[config.mk]
export PLATFORM = sky130hd
export DESIGN_NAME = sensor_frame_receiver
export DESIGN_NICKNAME = d
export VERILOG_FILES = /design/src/design/sfr_pkg.sv /design/src/design/sensor_frame_receiver.sv /design/src/design/sfr_parser.sv /design/src/design/sfr_decoder.sv
export SDC_FILE = /design/constraint.sdc
export NUM_CORES = 1
export LEC_CHECK = 0
export BUFFER_PORTS_ARGS = -buffer_cell sky130_fd_sc_hd__buf_2
export CAP_MARGIN = 30
export CORE_ASPECT_RATIO = 0.5
export CORE_MARGIN = 2
export CORE_UTILIZATION = 55
export CTS_BUF_LIST = sky130_fd_sc_hd__clkbuf_4
export DETAILED_ROUTE_END_ITERATION = 7
export PLACE_DENSITY_LB_ADDON = 0.1
export SYNTH_ARGS = -nofsm -noshare
export SYNTH_HDL_FRONTEND = slang
export SYNTH_SLANG_ARGS = --single-unit
export TNS_END_PERCENT = 5
[constraint.sdc]
create_clock -name clock -period 8.3 [get_ports clock]
set_input_delay 1.66 -clock clock [delete_from_list [all_inputs] [get_ports clock]]
set_output_delay 1.66 -clock clock [all_outputs]
set_load 0.005 [all_outputs]
[src/design/sfr_pkg.sv]
// Package for the sensor frame receiver: frame constants, status codes and
// the types shared by the parser, the decoder and the top level. No dependencies.
`default_nettype none

package sfr_pkg;

   localparam int POS_W     = 9;
   localparam int CAP_DEPTH = 12;
   localparam int CAP_IDX_W = 4;

   localparam logic [7:0] SYNC_BYTE = 8'h10;
   localparam logic [7:0] TYPE_BYTE = 8'hF8;
   localparam logic [7:0] CMD_ODOM  = 8'hAA;
   localparam logic [7:0] CMD_RANGE = 8'hBB;

   localparam logic [POS_W-1:0] POS_HUNT      = 9'd0;
   localparam logic [POS_W-1:0] POS_LENGTH    = 9'd1;
   localparam logic [POS_W-1:0] POS_FIRST_CAP = 9'd2;
   localparam logic [POS_W-1:0] POS_LAST_CAP  = 9'd13;

   localparam logic [2:0] ST_NONE    = 3'd0;
   localparam logic [2:0] ST_ODOM    = 3'd1;
   localparam logic [2:0] ST_RANGE   = 3'd2;
   localparam logic [2:0] ST_OTHER   = 3'd3;
   localparam logic [2:0] ST_BADSUM  = 3'd4;
   localparam logic [2:0] ST_BADTYPE = 3'd5;

   typedef logic [CAP_DEPTH-1:0][7:0] cap_array_type;

   typedef struct packed {
      logic          frame_end;
      logic          sum_ok;
      cap_array_type capture;
   } parse_type;

   typedef struct packed {
      logic [15:0]      yaw;
      logic [31:0]      left;
      logic [31:0]      right;
      logic [5:0][7:0]  ranges;
      logic [2:0]       status;
   } decode_type;

endpackage

`default_nettype wire

[src/design/sensor_frame_receiver.sv]
// Sensor frame receiver top level: parser, decoder and the result register.
// An accepted byte's result word is on rsp_ in the next cycle; throughput is one byte
// per cycle unless rsp_ready stalls; the result register refills in the cycle it drains.
// Reset: synchronous; clears position, length, sum, capture store, held values
// and the result valid flag.
`default_nettype none

module sensor_frame_receiver (
   input  wire logic               clock,
   input  wire logic               reset,
   input  wire logic               req_valid,
   output      logic               req_ready,
   input  wire logic [7:0]         req_rx_byte,
   output      logic               rsp_valid,
   input  wire logic               rsp_ready,
   output      logic [15:0]        rsp_yaw_raw,
   output      logic signed [31:0] rsp_left_odometer,
   output      logic signed [31:0] rsp_right_odometer,
   output      logic [7:0]         rsp_range_one,
   output      logic [7:0]         rsp_range_two,
   output      logic [7:0]         rsp_range_three,
   output      logic [7:0]         rsp_range_four,
   output      logic [7:0]         rsp_range_five,
   output      logic [7:0]         rsp_range_six,
   output      logic [2:0]         rsp_frame_status
);
   import sfr_pkg::*;

   logic       accept;
   parse_type  parse;
   decode_type result;
   decode_type rsp_ff;
   logic       rsp_valid_ff;

   assign req_ready = !rsp_valid_ff || rsp_ready;
   assign accept    = req_valid && req_ready;

   sfr_parser u_parser (
      .clock   (clock),
      .reset   (reset),
      .accept  (accept),
      .rx_byte (req_rx_byte),
      .parse   (parse)
   );

   sfr_decoder u_decoder (
      .clock  (clock),
      .reset  (reset),
      .accept (accept),
      .parse  (parse),
      .result (result)
   );

   always_ff @(posedge clock) begin
      if (reset) begin
         rsp_valid_ff <= 1'b0;
      end else if (accept) begin
         rsp_valid_ff <= 1'b1;
      end else if (rsp_ready) begin
         rsp_valid_ff <= 1'b0;
      end
   end

   always_ff @(posedge clock) begin
      if (accept) begin
         rsp_ff <= result;
      end
   end

   assign rsp_valid          = rsp_valid_ff;
   assign rsp_yaw_raw        = rsp_ff.yaw;
   assign rsp_left_odometer  = $signed(rsp_ff.left);
   assign rsp_right_odometer = $signed(rsp_ff.right);
   assign rsp_range_one      = rsp_ff.ranges[0];
   assign rsp_range_two      = rsp_ff.ranges[1];
   assign rsp_range_three    = rsp_ff.ranges[2];
   assign rsp_range_four     = rsp_ff.ranges[3];
   assign rsp_range_five     = rsp_ff.ranges[4];
   assign rsp_range_six      = rsp_ff.ranges[5];
   assign rsp_frame_status   = rsp_ff.status;

   // A byte that does not end a frame always reports no status.
   a_mid_frame_none: assert property (@(posedge clock) disable iff (reset)
      (accept && !parse.frame_end) |=> (rsp_frame_status == ST_NONE))
      else $error("status reported on a byte that does not end a frame");

   // A frame ending on a checksum mismatch reports the bad checksum code.
   a_badsum: assert property (@(posedge clock) disable iff (reset)
      (accept && parse.frame_end && !parse.sum_ok) |=> (rsp_frame_status == ST_BADSUM))
      else $error("checksum mismatch not reported");

   // Every accepted byte leaves a result word waiting in the next cycle.
   a_accept_fills: assert property (@(posedge clock) disable iff (reset)
      accept |=> rsp_valid)
      else $error("accepted byte produced no result word");

   // After reset the result register is empty.
   a_reset_empty: assert property (@(posedge clock)
      reset |=> !rsp_valid)
      else $error("result valid after reset");

endmodule

`default_nettype wire

[src/design/sfr_parser.sv]
// Frame parser: tracks the byte position, length and running checksum, and
// keeps the capture store of frame positions two to thirteen. Uses sfr_pkg.
`default_nettype none

module sfr_parser (
   input  wire logic              clock,
   input  wire logic              reset,
   input  wire logic              accept,
   input  wire logic [7:0]        rx_byte,
   output      sfr_pkg::parse_type parse
);
   import sfr_pkg::*;

   logic [POS_W-1:0]     pos_ff, pos_in;
   logic [7:0]           len_ff, len_in;
   logic [7:0]           sum_ff, sum_in;
   cap_array_type        cap_ff, cap_in;
   logic [POS_W-1:0]     end_pos;
   logic [POS_W-1:0]     pos_off;
   logic [CAP_IDX_W-1:0] cap_idx;
   logic                 frame_end;

   assign end_pos = {1'b0, len_ff} + POS_FIRST_CAP;
   assign pos_off = pos_ff - POS_FIRST_CAP;
   assign cap_idx = pos_off[CAP_IDX_W-1:0];

   always_comb begin
      pos_in    = pos_ff;
      len_in    = len_ff;
      sum_in    = sum_ff;
      cap_in    = cap_ff;
      frame_end = 1'b0;
      if (pos_ff == POS_HUNT) begin
         if (rx_byte == SYNC_BYTE) begin
            pos_in = POS_LENGTH;
            sum_in = 8'd0;
         end
      end else if (pos_ff == POS_LENGTH) begin
         len_in = rx_byte;
         sum_in = rx_byte;
         pos_in = POS_FIRST_CAP;
      end else begin
         if (pos_ff <= POS_LAST_CAP) begin
            cap_in[cap_idx] = rx_byte;
         end
         if (pos_ff >= end_pos) begin
            frame_end = 1'b1;
            pos_in    = POS_HUNT;
         end else begin
            sum_in = sum_ff + rx_byte;
            pos_in = pos_ff + 9'd1;
         end
      end
   end

   assign parse.frame_end = frame_end;
   assign parse.sum_ok    = (rx_byte == sum_ff);
   assign parse.capture   = cap_in;

   always_ff @(posedge clock) begin
      if (reset) begin
         pos_ff <= POS_HUNT;
         len_ff <= 8'd0;
         sum_ff <= 8'd0;
         cap_ff <= '0;
      end else if (accept) begin
         pos_ff <= pos_in;
         len_ff <= len_in;
         sum_ff <= sum_in;
         cap_ff <= cap_in;
      end
   end

endmodule

`default_nettype wire

[src/design/sfr_decoder.sv]
// Frame decoder: checks checksum, type and command of a finished frame and keeps the
// held heading, odometers and ranges. Uses sfr_pkg and the parser's outputs.
`default_nettype none

module sfr_decoder (
   input  wire logic               clock,
   input  wire logic               reset,
   input  wire logic               accept,
   input  wire sfr_pkg::parse_type parse,
   output      sfr_pkg::decode_type result
);
   import sfr_pkg::*;

   logic [15:0]     yaw_ff, yaw_in;
   logic [31:0]     left_ff, left_in;
   logic [31:0]     right_ff, right_in;
   logic [5:0][7:0] range_ff, range_in;
   logic [2:0]      status;
   cap_array_type   cap;

   assign cap = parse.capture;

   always_comb begin
      yaw_in   = yaw_ff;
      left_in  = left_ff;
      right_in = right_ff;
      range_in = range_ff;
      status   = ST_NONE;
      if (parse.frame_end) begin
         if (!parse.sum_ok) begin
            status = ST_BADSUM;
         end else if (cap[0] != TYPE_BYTE) begin
            status = ST_BADTYPE;
         end else begin
            case (cap[1])
               CMD_ODOM: begin
                  status   = ST_ODOM;
                  yaw_in   = {cap[3], cap[2]};
                  left_in  = {cap[7], cap[6], cap[5], cap[4]};
                  right_in = {cap[11], cap[10], cap[9], cap[8]};
               end
               CMD_RANGE: begin
                  status   = ST_RANGE;
                  range_in = {cap[7], cap[6], cap[5], cap[4], cap[3], cap[2]};
               end
               default: begin
                  status = ST_OTHER;
               end
            endcase
         end
      end
   end

   assign result.yaw    = yaw_in;
   assign result.left   = left_in;
   assign result.right  = right_in;
   assign result.ranges = range_in;
   assign result.status = status;

   always_ff @(posedge clock) begin
      if (reset) begin
         yaw_ff   <= 16'd0;
         left_ff  <= 32'd0;
         right_ff <= 32'd0;
         range_ff <= '0;
      end else if (accept) begin
         yaw_ff   <= yaw_in;
         left_ff  <= left_in;
         right_ff <= right_in;
         range_ff <= range_in;
      end
   end

endmodule

`default_nettype wire
Yosys cells after proc, flatten, opt, wreduce, memory -nomap -nowiden
Index checks and enable logic that the tools add are counted.
- register bits: 381
- logic and storage cells: 105
- input port bits: 12
- output and inout bits: 133
- order comparisons: 4
- mux-type cells: 38
- eq/ne operators: 8
- add/sub/neg operators: 4
- reductions and logical operators: 11
- bitwise operators: 3
- operator list (kind ; number):
    $mux 96 ; 3
    $mux 32 ; 8
    $mux 48 ; 4
    $bwmux 96 ; 1
    $mux 16 ; 4
    $mux 8 ; 5
    $mux 9 ; 4
    $demux 8 s4 ; 1
    $eq 8x8->1 const B ; 2
    $add 8x2->9 const B ; 1
    $add 9x1->9 const B ; 1
    $eq 9x1->1 const B ; 1
    $ge 9x9->1 ; 1
    $le 9x4->1 const B ; 1
    $logic_not 9->1 ; 1
    $add 8x8->8 ; 1
    $eq 8x5->1 const B ; 1
    $eq 8x8->1 ; 1
    $ne 8x8->1 const B ; 1
    $mux 3 ; 2
    $reduce_and 3->1 ; 2
    $lt 4x5->1 const B ; 1
    $mux 1 ; 5
    $ge 4x1->1 const B ; 1
    11 further kinds ; 15

Longest topological paths before layout
Gate-level depths: netlist (run 1).
- word-level depth: 14
- depth in mapped cells: 14
- depth with buffers taken out: 11

Hierarchy
A second synthesis (run 1) with hierarchy kept.
- cells, all modules: 1544
- area, all modules: 17653.2 um^2
- modules (own cells, without submodules) (module ; area each (um^2) ; cells an instance ; seq. area each (um^2) ; instances):
    sfr_decoder ; 6931.6 ; 661 ; 2562.5 ; 1
    sfr_parser ; 6732.7 ; 747 ; 2422.3 ; 1
    sensor_frame_receiver ; 3988.8 ; 136 ; 3953.8 ; 1

Least setup slack after synthesis (run 1)
No wires, ideal clock.
- path type: input to register
- start point: input port rsp_ready
- end point: register u_parser.cap_ff[80] (netlist name)
- path buffers: 1
- arrival: 7774 ps
- data required time: 8172 ps
- stages on the path: 7
- library setup time: 128 ps
- setup slack: 399 ps
- cells stage by stage: nand2b_1 nand2_1 inv_1 clkbuf_1 nand4_1 mux2i_1 nor2_1
- longest elaborated chain between the ends: 2
- RTL lines (element ; RTL line ; source):
    start, declared ; sensor_frame_receiver.sv:15 ; input wire logic rsp_ready,
    $logic_or 1x1->1 ; sensor_frame_receiver.sv:35 ; assign req_ready = !rsp_valid_ff || rsp_ready;
    $logic_and 1x1->1 ; sensor_frame_receiver.sv:36 ; assign accept = req_valid && req_ready;
    named net accept ; sensor_frame_receiver.sv:29 ; logic accept;
    end signal, assigned ; sfr_parser.sv:70 ; cap_ff <= cap_in;
    end, declared ; sfr_parser.sv:17 ; cap_array_type cap_ff, cap_in;
The timed path passes the listed nets, and every way through them passes these cells.
A chain may end at the register's enable or synchronous reset.

Worst setup path in the final report (run 1)
- start point: input port req_rx_byte[2]
- end point: register u_decoder.left_ff[14]
- longest elaborated chain between the ends: 9
- elaborated cells between the ends (all ways): 11
- those cells by class: eq/ne (3); mux (8)
- RTL lines (element ; RTL line ; source):
    start, declared ; sensor_frame_receiver.sv:13 ; input wire logic [7:0] req_rx_byte,
    $bwmux 96 ; sfr_parser.sv:44 ; cap_in[cap_idx] = rx_byte;
    $mux 96 ; sfr_parser.sv:43 ; if (pos_ff <= POS_LAST_CAP) begin
    $mux 96 ; sfr_parser.sv:38 ; end else if (pos_ff == POS_LENGTH) begin
    $mux 96 ; sfr_parser.sv:33 ; if (pos_ff == POS_HUNT) begin
    $eq 8x8->1 ; sfr_decoder.sv:35 ; case (cap[1])
    $mux 32 ; sfr_decoder.sv:35 ;
    $mux 32 ; sfr_decoder.sv:32 ; end else if (cap[0] != TYPE_BYTE) begin
    $mux 32 (*) ; sfr_decoder.sv:30 ; if (!parse.sum_ok) begin
    $mux 32 (*) ; sfr_decoder.sv:29 ; if (parse.frame_end) begin
    end signal, assigned ; sfr_decoder.sv:68 ; left_ff <= left_in;
    end, declared ; sfr_decoder.sv:15 ; logic [31:0] left_ff, left_in;
Every way passes the cells marked *; elsewhere a longest branch is shown, timed or not.

==> flow_metrics.tcl, run 1 <==
set metrics [dict create \
    routed_wl_um 42600 \
    switching_power_mw 0.846 \
    cts_tree "done" \
    crit_path_max_incr_delay_ps 820 \
    drv_slew 0 \
    sw_frac_of_total_pct 23.1 \
    grt_overflow 0 \
    pwr-share-seq_pct 53.7 \
    post-route-min-period_ps 4570 \
    drt-initial-drc-count 850 \
    clkTransAtPathRegs_ps 70 \
    viasPerCell 5.78 \
    cp-end-kind "flop" \
    whs_path_depth 2 \
    r2r_cells 8 \
    drive_above_1_share_pct 29.0 \
    outcome "finished clean" \
    slowest_stage "nand3_1" \
    multi_input_area_sq_um 7850 \
    root_buffer "clkbuf_4" \
    synth_xor_area_share_pct 0.405 \
    rsz0062_at_grt "false" \
    combPwrFrac_pct 3.4 \
    design.core.area_sq_um 30600 \
    clkLatencyLatePin_ps 790 \
    netlist_instances 1594 \
    hold-path-endpoint "u_decoder.range_ff[4]$_SDFFE_PP0P_" \
    clkPwrFrac_pct 42.9 \
    fin_crit_sh_pct 55.1 \
    grt_pass1_vias 12886 \
    numCtsBuffers 85 \
    yosysUniqueCellTypes 57 \
    grt_usage_pct 26.1 \
    synthTopCellsByArea "dfxtp_1, edfxtp_1, mux2_2" \
    antenna_found_initial 1 \
    nNetsFinal 1762 \
    ys.flop_type "dfxtp_1" \
    antenna_left 0 \
    clockBufferDepth 3 \
    grt_max_degree 106 \
    final-setup-viol-count 0 \
    synth-seq-cells 381 \
    clock_sinks 381 \
    wl_per_cell_um 19.2 \
    crit_family "simple AND/OR/NAND/NOR gates" \
    hold_violations 0 \
    num_vias 12816 \
    post-cts-setup-buffers 0 \
    yosys-mux-area-fraction_pct 22.5 \
    fp.dieW_um 255 \
    tightest_slew_ps 993 \
    path_buf_inv 1 \
    syn_avg_cell_area_sq_um 10.9 \
    syn_area_sq_um 17300 \
    synth_edf_count 131 \
    worstHoldStart "u_decoder.range_ff[4]$_SDFFE_PP0P_" \
    dpl.cell_count 2059 \
    die-area_sq_um 33000 \
    finalCoreUtilization_pct 63.6 \
    fmax_ghz 0.219 \
    gp_congestion 0.820 \
    fin_total_pwr_mw 3.66 \
    die_y_um 129 \
    synth_top_family_by_area "multiplexers" \
    worstPathCellList "buf_2 -> ha_1 -> nor3_1 -> nand4_1 -> nor2b_1 -> mux2_2 -> nand3_1 -> mux2i_1" \
    hp-class "flop to flop" \
    synth_compound_area_share_pct 6.91 \
    r2r-start "u_parser.pos_ff[0]$_SDFFE_PP0P_" \
    cp_max_fo 34 \
    drt_first_pass_iters 5 \
    cts_max_level 3 \
    regArea_sq_um 8940 \
    async_reset_ff_share_pct 0 \
    fin_cells 2218 \
    hpwl_um 25800 \
    cp.required_ps 8960 \
    fin_skew_ps 43.1 \
    rrSetupSlack_ps 4170 \
    cts_resized 0 \
    rows 45 \
    post-synth-top-area-cell "dfxtp_1" \
    yosysSeqAreaShare_pct 51.7 \
    r2r_end "u_decoder.left_ff[14]$_SDFFE_PP0P_" \
    fillCellCount 2520 \
    fin_setup_tns_ps 0 \
    io_buffers 144 \
    peakVddDrop_mv 0.112 \
    p_leak_nw 8.37 \
    p_int_mw 2.81 \
    yosys_warnings 0 \
    power_density_nw_per_um2 188 \
    drv_cap 0 \
    relSlewSlack_pct 33.8 \
    worstSetupPathType "input port to flop" \
    syn_nets 1631 \
    grt_pass1_wl_um 67300 \
    crit_path_start_kind "input port" \
    drc 0 \
    yosys.area.top_type_share_pct 28.9 \
    area_growth_syn_to_layout_pct 12.7 \
    synthSimpleGateAreaFrac_pct 13.4 \
    synth_adder_area_share_pct 1.85 \
    ios 145 \
    crit_arrival_ps 5230 \
    postCtsHoldBufs 0 \
    floorplan.initialDensity_pct 56.5 \
]
## per-layer routing
layer | part of all wire [%] | vias to the layer above | GRT usage, %
met5 | 0 | - | 0
met4 | 1.9 | 0 | 9.01
met3 | 6.6 | 72 | 5.77
met2 | 45 | 403 | 41.3
met1 | 46 | 6237 | 35.6
li1 | - | 6104 | -
## cell usage in the layout (no fill, tap or decap), types with 17 or more instances in the layout
cell type / instances
a21boi_0: 18
a21oi_1: 48
a31oi_1: 37
and3_1: 26
buf_2: 143
buf_4: 21
clkbuf_4: 133
dfxtp_1: 250
edfxtp_1: 131
ha_1: 24
mux2_2: 178
mux2i_1: 177
nand2_1: 187
nand3_1: 27
nand4_1: 22
nor2_1: 107
nor3_1: 29
nor4_1: 32
o21ai_0: 40
or2_2: 17
## how the worst max path moves through the flow
stage	start	endpoint	slack, ps	depth (start not counted)
finish	req_rx_byte[2]	u_decoder.left_ff[14]$_SDFFE_PP0P_	3730	8
global route	req_rx_byte[2]	u_decoder.left_ff[14]$_SDFFE_PP0P_	3520	8
CTS	req_rx_byte[2]	u_decoder.left_ff[14]$_SDFFE_PP0P_	3810	8
detailed placement	req_rx_byte[2]	u_decoder.left_ff[14]$_SDFFE_PP0P_	2990	8
global placement	req_rx_byte[0]	rsp_yaw_raw[14]$_DFFE_PP_	3110	10
floorplan	rsp_ready	u_parser.cap_ff[80]$_SDFFE_PP0P_	400	7
## final cells by class
| type | instances | share of cell area (%) |
|---|---|---|
| flip-flops and latches | 381 | 45.9 |
| inverters | 11 | 0.250 |
| well taps | 423 | 2.72 |
| clock inverters | 23 | 0.892 |
| diodes | 1 | 0.0128 |
| multi-input cells | 1079 | 40.2 |
| repair buffers | 167 | 4.90 |
| clock buffers | 133 | 5.12 |
## worst register-to-register path: stages (launching register included)
cell and delay (ps):
dfxtp_1 460, inv_1 170, ha_1 300, nor3b_2 260, nor4_2 560, nand3_1 270
mux2_2 790, nand3_1 820, mux2i_1 390
## synthesized netlist by cell type (5+ instances only)
cell,n
dfxtp_1,250
nand2_1,187
mux2i_1,179
mux2_2,178
edfxtp_1,131
nor2_1,107
clkbuf_1,95
a21oi_1,48
o21ai_0,40
a31oi_1,37
nor3_1,33
nor4_1,33
nand3_1,27
and3_1,26
ha_1,24
nand4_1,22
buf_2,21
a21boi_0,18
or2_2,17
a311oi_1,14
inv_1,11
o31ai_1,10
mux2_1,9
nand2b_1,9
a21o_1,7
nand3b_1,6
nor2b_1,5
xnor2_1,5
## through the flow
step	worst slack, ps	instance area [sq um]	hold WS, ps
global route	3520	19500	466
global placement	3110	18200	439
detailed placement	2990	18300	446
floorplan	399	17300	431
CTS	3810	19500	456
finish	3730	19500	458
## power by group through the flow
stage          clock network [mW]  registers (mW)  logic [mW]
2_1_floorplan                   0            2.02      0.0536
3_3_place_gp                    0            2.01       0.117
3_5_place_dp                    0            2.01       0.122
4_1_cts                      1.61            1.97       0.122
5_1_grt                      1.70            1.97       0.133
6_report                     1.57            1.97       0.123
## flip-flops by register name, indices dropped and copies added, names as in the netlist, 8 cells and up
signal / cells
rsp_range_one: 8
rsp_range_four: 8
u_decoder.left_ff: 32
u_decoder.yaw_ff: 16
u_parser.pos_ff: 9
rsp_range_two: 8
u_decoder.right_ff: 32
rsp_left_odometer: 32
u_decoder.range_ff: 48
rsp_range_three: 8
u_parser.sum_ff: 8
u_parser.len_ff: 8
rsp_range_five: 8
rsp_range_six: 8
rsp_right_odometer: 32
u_parser.cap_ff: 96
rsp_yaw_raw: 16
## cells by family (layout without fill, tap and decap cells)
kind of cell | count (synthesis) | count (layout)
flip-flops | 381 | 381
other | 0 | 1
AND/OR/NAND/NOR | 489 | 489
buffers and inverters | 134 | 334
XOR/XNOR | 8 | 8
AO/OA/AOI/OAI | 191 | 191
adder cells (fa/ha/maj) | 25 | 25
multiplexers | 366 | 366
(Power assumes the default switching activity.)
==> run 2, diff against run 1 <==
==> constraint.sdc (replaced) <==
create_clock -name clock -period 3.8 [get_ports clock]
set_input_delay 0.76 -clock clock [delete_from_list [all_inputs] [get_ports clock]]
set_output_delay 0.76 -clock clock [all_outputs]
set_load 0.005 [all_outputs]
==> flow_metrics.tcl, run 2 (synthesized netlist as in run 1, its figures left out) <==
set metrics [dict create \
    post-route-min-period_ps 3480 \
    p_int_mw 6.05 \
    cts_max_level 3 \
    area_growth_syn_to_layout_pct 13.6 \
    r2r_end "rsp_left_odometer[28]$_DFFE_PP_" \
    largest_reg_flops 96 \
    drt-initial-drc-count 862 \
    nNetsFinal 1787 \
    fp.dieW_um 255 \
    worstSetupPathType "flop to flop" \
    gp_congestion 0.872 \
    floorplan.initialDensity_pct 56.5 \
    antenna_found_initial 2 \
    drv_cap 0 \
    p_leak_nw 8.47 \
    clkPwrFrac_pct 42.2 \
    die_y_um 129 \
    clockBufferDepth 3 \
    final_cell_mix "dfxtp_1, nand2_1, mux2_2, mux2i_1, buf_2" \
    drive_above_1_share_pct 30.0 \
    design.core.area_sq_um 30600 \
    fin_skew_ps 43.2 \
    r2r-start "u_parser.pos_ff[1]$_SDFFE_PP0P_" \
    power_density_nw_per_um2 402 \
    root_buffer "clkbuf_4" \
    hp-class "input port to flop" \
    relSlewSlack_pct 40.4 \
    peakVddDrop_mv 0.277 \
    viasPerCell 5.75 \
    tightest_slew_ps 891 \
    fin_crit_sh_pct 91.5 \
    hold_violations 0 \
    grt_max_degree 105 \
    wl_per_cell_um 18.9 \
    switching_power_mw 1.86 \
    clock_sinks 381 \
    regArea_sq_um 8940 \
    startpoint "u_parser.pos_ff[1]$_SDFFE_PP0P_" \
    fillCellCount 2445 \
    cp.required_ps 4310 \
    rrSetupSlack_ps 320 \
    hpwl_um 26300 \
    drt_first_pass_iters 5 \
    io_buffers 144 \
    grt_usage_pct 26.1 \
    combPwrFrac_pct 3.5 \
    clkTransAtPathRegs_ps 70 \
    grt_pass1_wl_um 67300 \
    cp-end-kind "flop" \
    grt_overflow 0 \
    numCtsBuffers 86 \
    regMostFlops "u_parser.cap_ff" \
    reg.largest.list "u_parser.cap_ff: 96 flops, u_decoder.range_ff: 48 flops" \
    r2r_cells 8 \
    crit_arrival_ps 3990 \
    rows 45 \
    whs_ps 236 \
    fmax_ghz 0.288 \
    clkLatencyLatePin_ps 770 \
    cp_max_fo 14 \
    grt_pass1_vias 12939 \
    endpoint "rsp_left_odometer[28]$_DFFE_PP_" \
    die-area_sq_um 33000 \
    pwr-share-seq_pct 54.3 \
    antenna_left 0 \
    routed_wl_um 42500 \
    final_common_cell "dfxtp_1" \
    cts_tree "done" \
    outcome "finished clean" \
    sw_frac_of_total_pct 23.5 \
    drc 0 \
    rsz0062_at_grt "false" \
    drv_slew 0 \
    final-setup-viol-count 0 \
    fin_setup_tns_ps 0 \
    num_vias 12924 \
    multi_input_area_sq_um 7850 \
    crit_path_start_kind "flop" \
    ios 145 \
]
-- run 2: power by group through the flow --
stage	Combinational [mW]	Clock (mW)	Sequential (mW)
after floorplan	0.118	0	4.40
after CTS	0.281	3.40	4.30
after global placement	0.276	0	4.39
after detailed placement	0.280	0	4.39
after global routing	0.301	3.62	4.30
final	0.279	3.34	4.29
-- run 2: worst min-delay path by stage --
stage               cells past startpoint                                  to                               start  slack [ps]
floorplan                               2    u_decoder.yaw_ff[1]$_SDFFE_PP0P_    u_decoder.yaw_ff[1]$_SDFFE_PP0P_         430
global placement                        2    u_decoder.yaw_ff[1]$_SDFFE_PP0P_    u_decoder.yaw_ff[1]$_SDFFE_PP0P_         440
detailed placement                      2  u_decoder.left_ff[27]$_SDFFE_PP0P_  u_decoder.left_ff[27]$_SDFFE_PP0P_         450
CTS                                     3              rsp_valid$_SDFFE_PP0P_                           req_valid         160
global route                            3              rsp_valid$_SDFFE_PP0P_                           req_valid         210
finish                                  3              rsp_valid$_SDFFE_PP0P_                           req_valid         240
-- run 2: layer usage --
layer	wire, um	up-vias	track usage (%)
met1	19700	6263	35.5
met2	19300	406	41.4
met4	930	0	10.1
met5	0	-	0
met3	2610	83	5.32
li1	-	6172	-
-- run 2: through the flow --
step / instances / utilization, % / area [sq um] / power (mW) / setup slack, ps
2_1_floorplan: 1594 / - / 17300 / 4.51 / 446
3_3_place_gp: 2085 / 60.4 / 18500 / 4.66 / 368
3_5_place_dp: 2085 / 60.4 / 18500 / 4.67 / 291
4_1_cts: 2245 / 64.2 / 19600 / 7.98 / 318
5_1_grt: 2247 / 64.2 / 19700 / 8.22 / 64.7
6_report: 2247 / 64.2 / 19700 / 7.91 / 323
-- run 2: critical path, cell delays in order (launching register included) --
cell	delay, ps
dfxtp_1	430
inv_1	130
ha_1	250
or2_2	270
o21ai_0	450
buf_4	250
nand4_1	600
mux2_2	570
mux2_2	280
-- run 2: timing repair --
action	CTS	global route
setup buffers	0	0
setup endpoints to repair	0	7
hold buffers	0	0
gates resized for setup	0	1
-- run 2: layout make-up --
type / instances / area share [%]
clock buffers: 136 / 5.19
well taps: 423 / 2.69
multi-input cells: 1079 / 39.9
flip-flops and latches: 381 / 45.5
diodes: 2 / 0.0255
repair buffers: 191 / 5.81
inverters: 11 / 0.248
clock inverters: 24 / 0.649
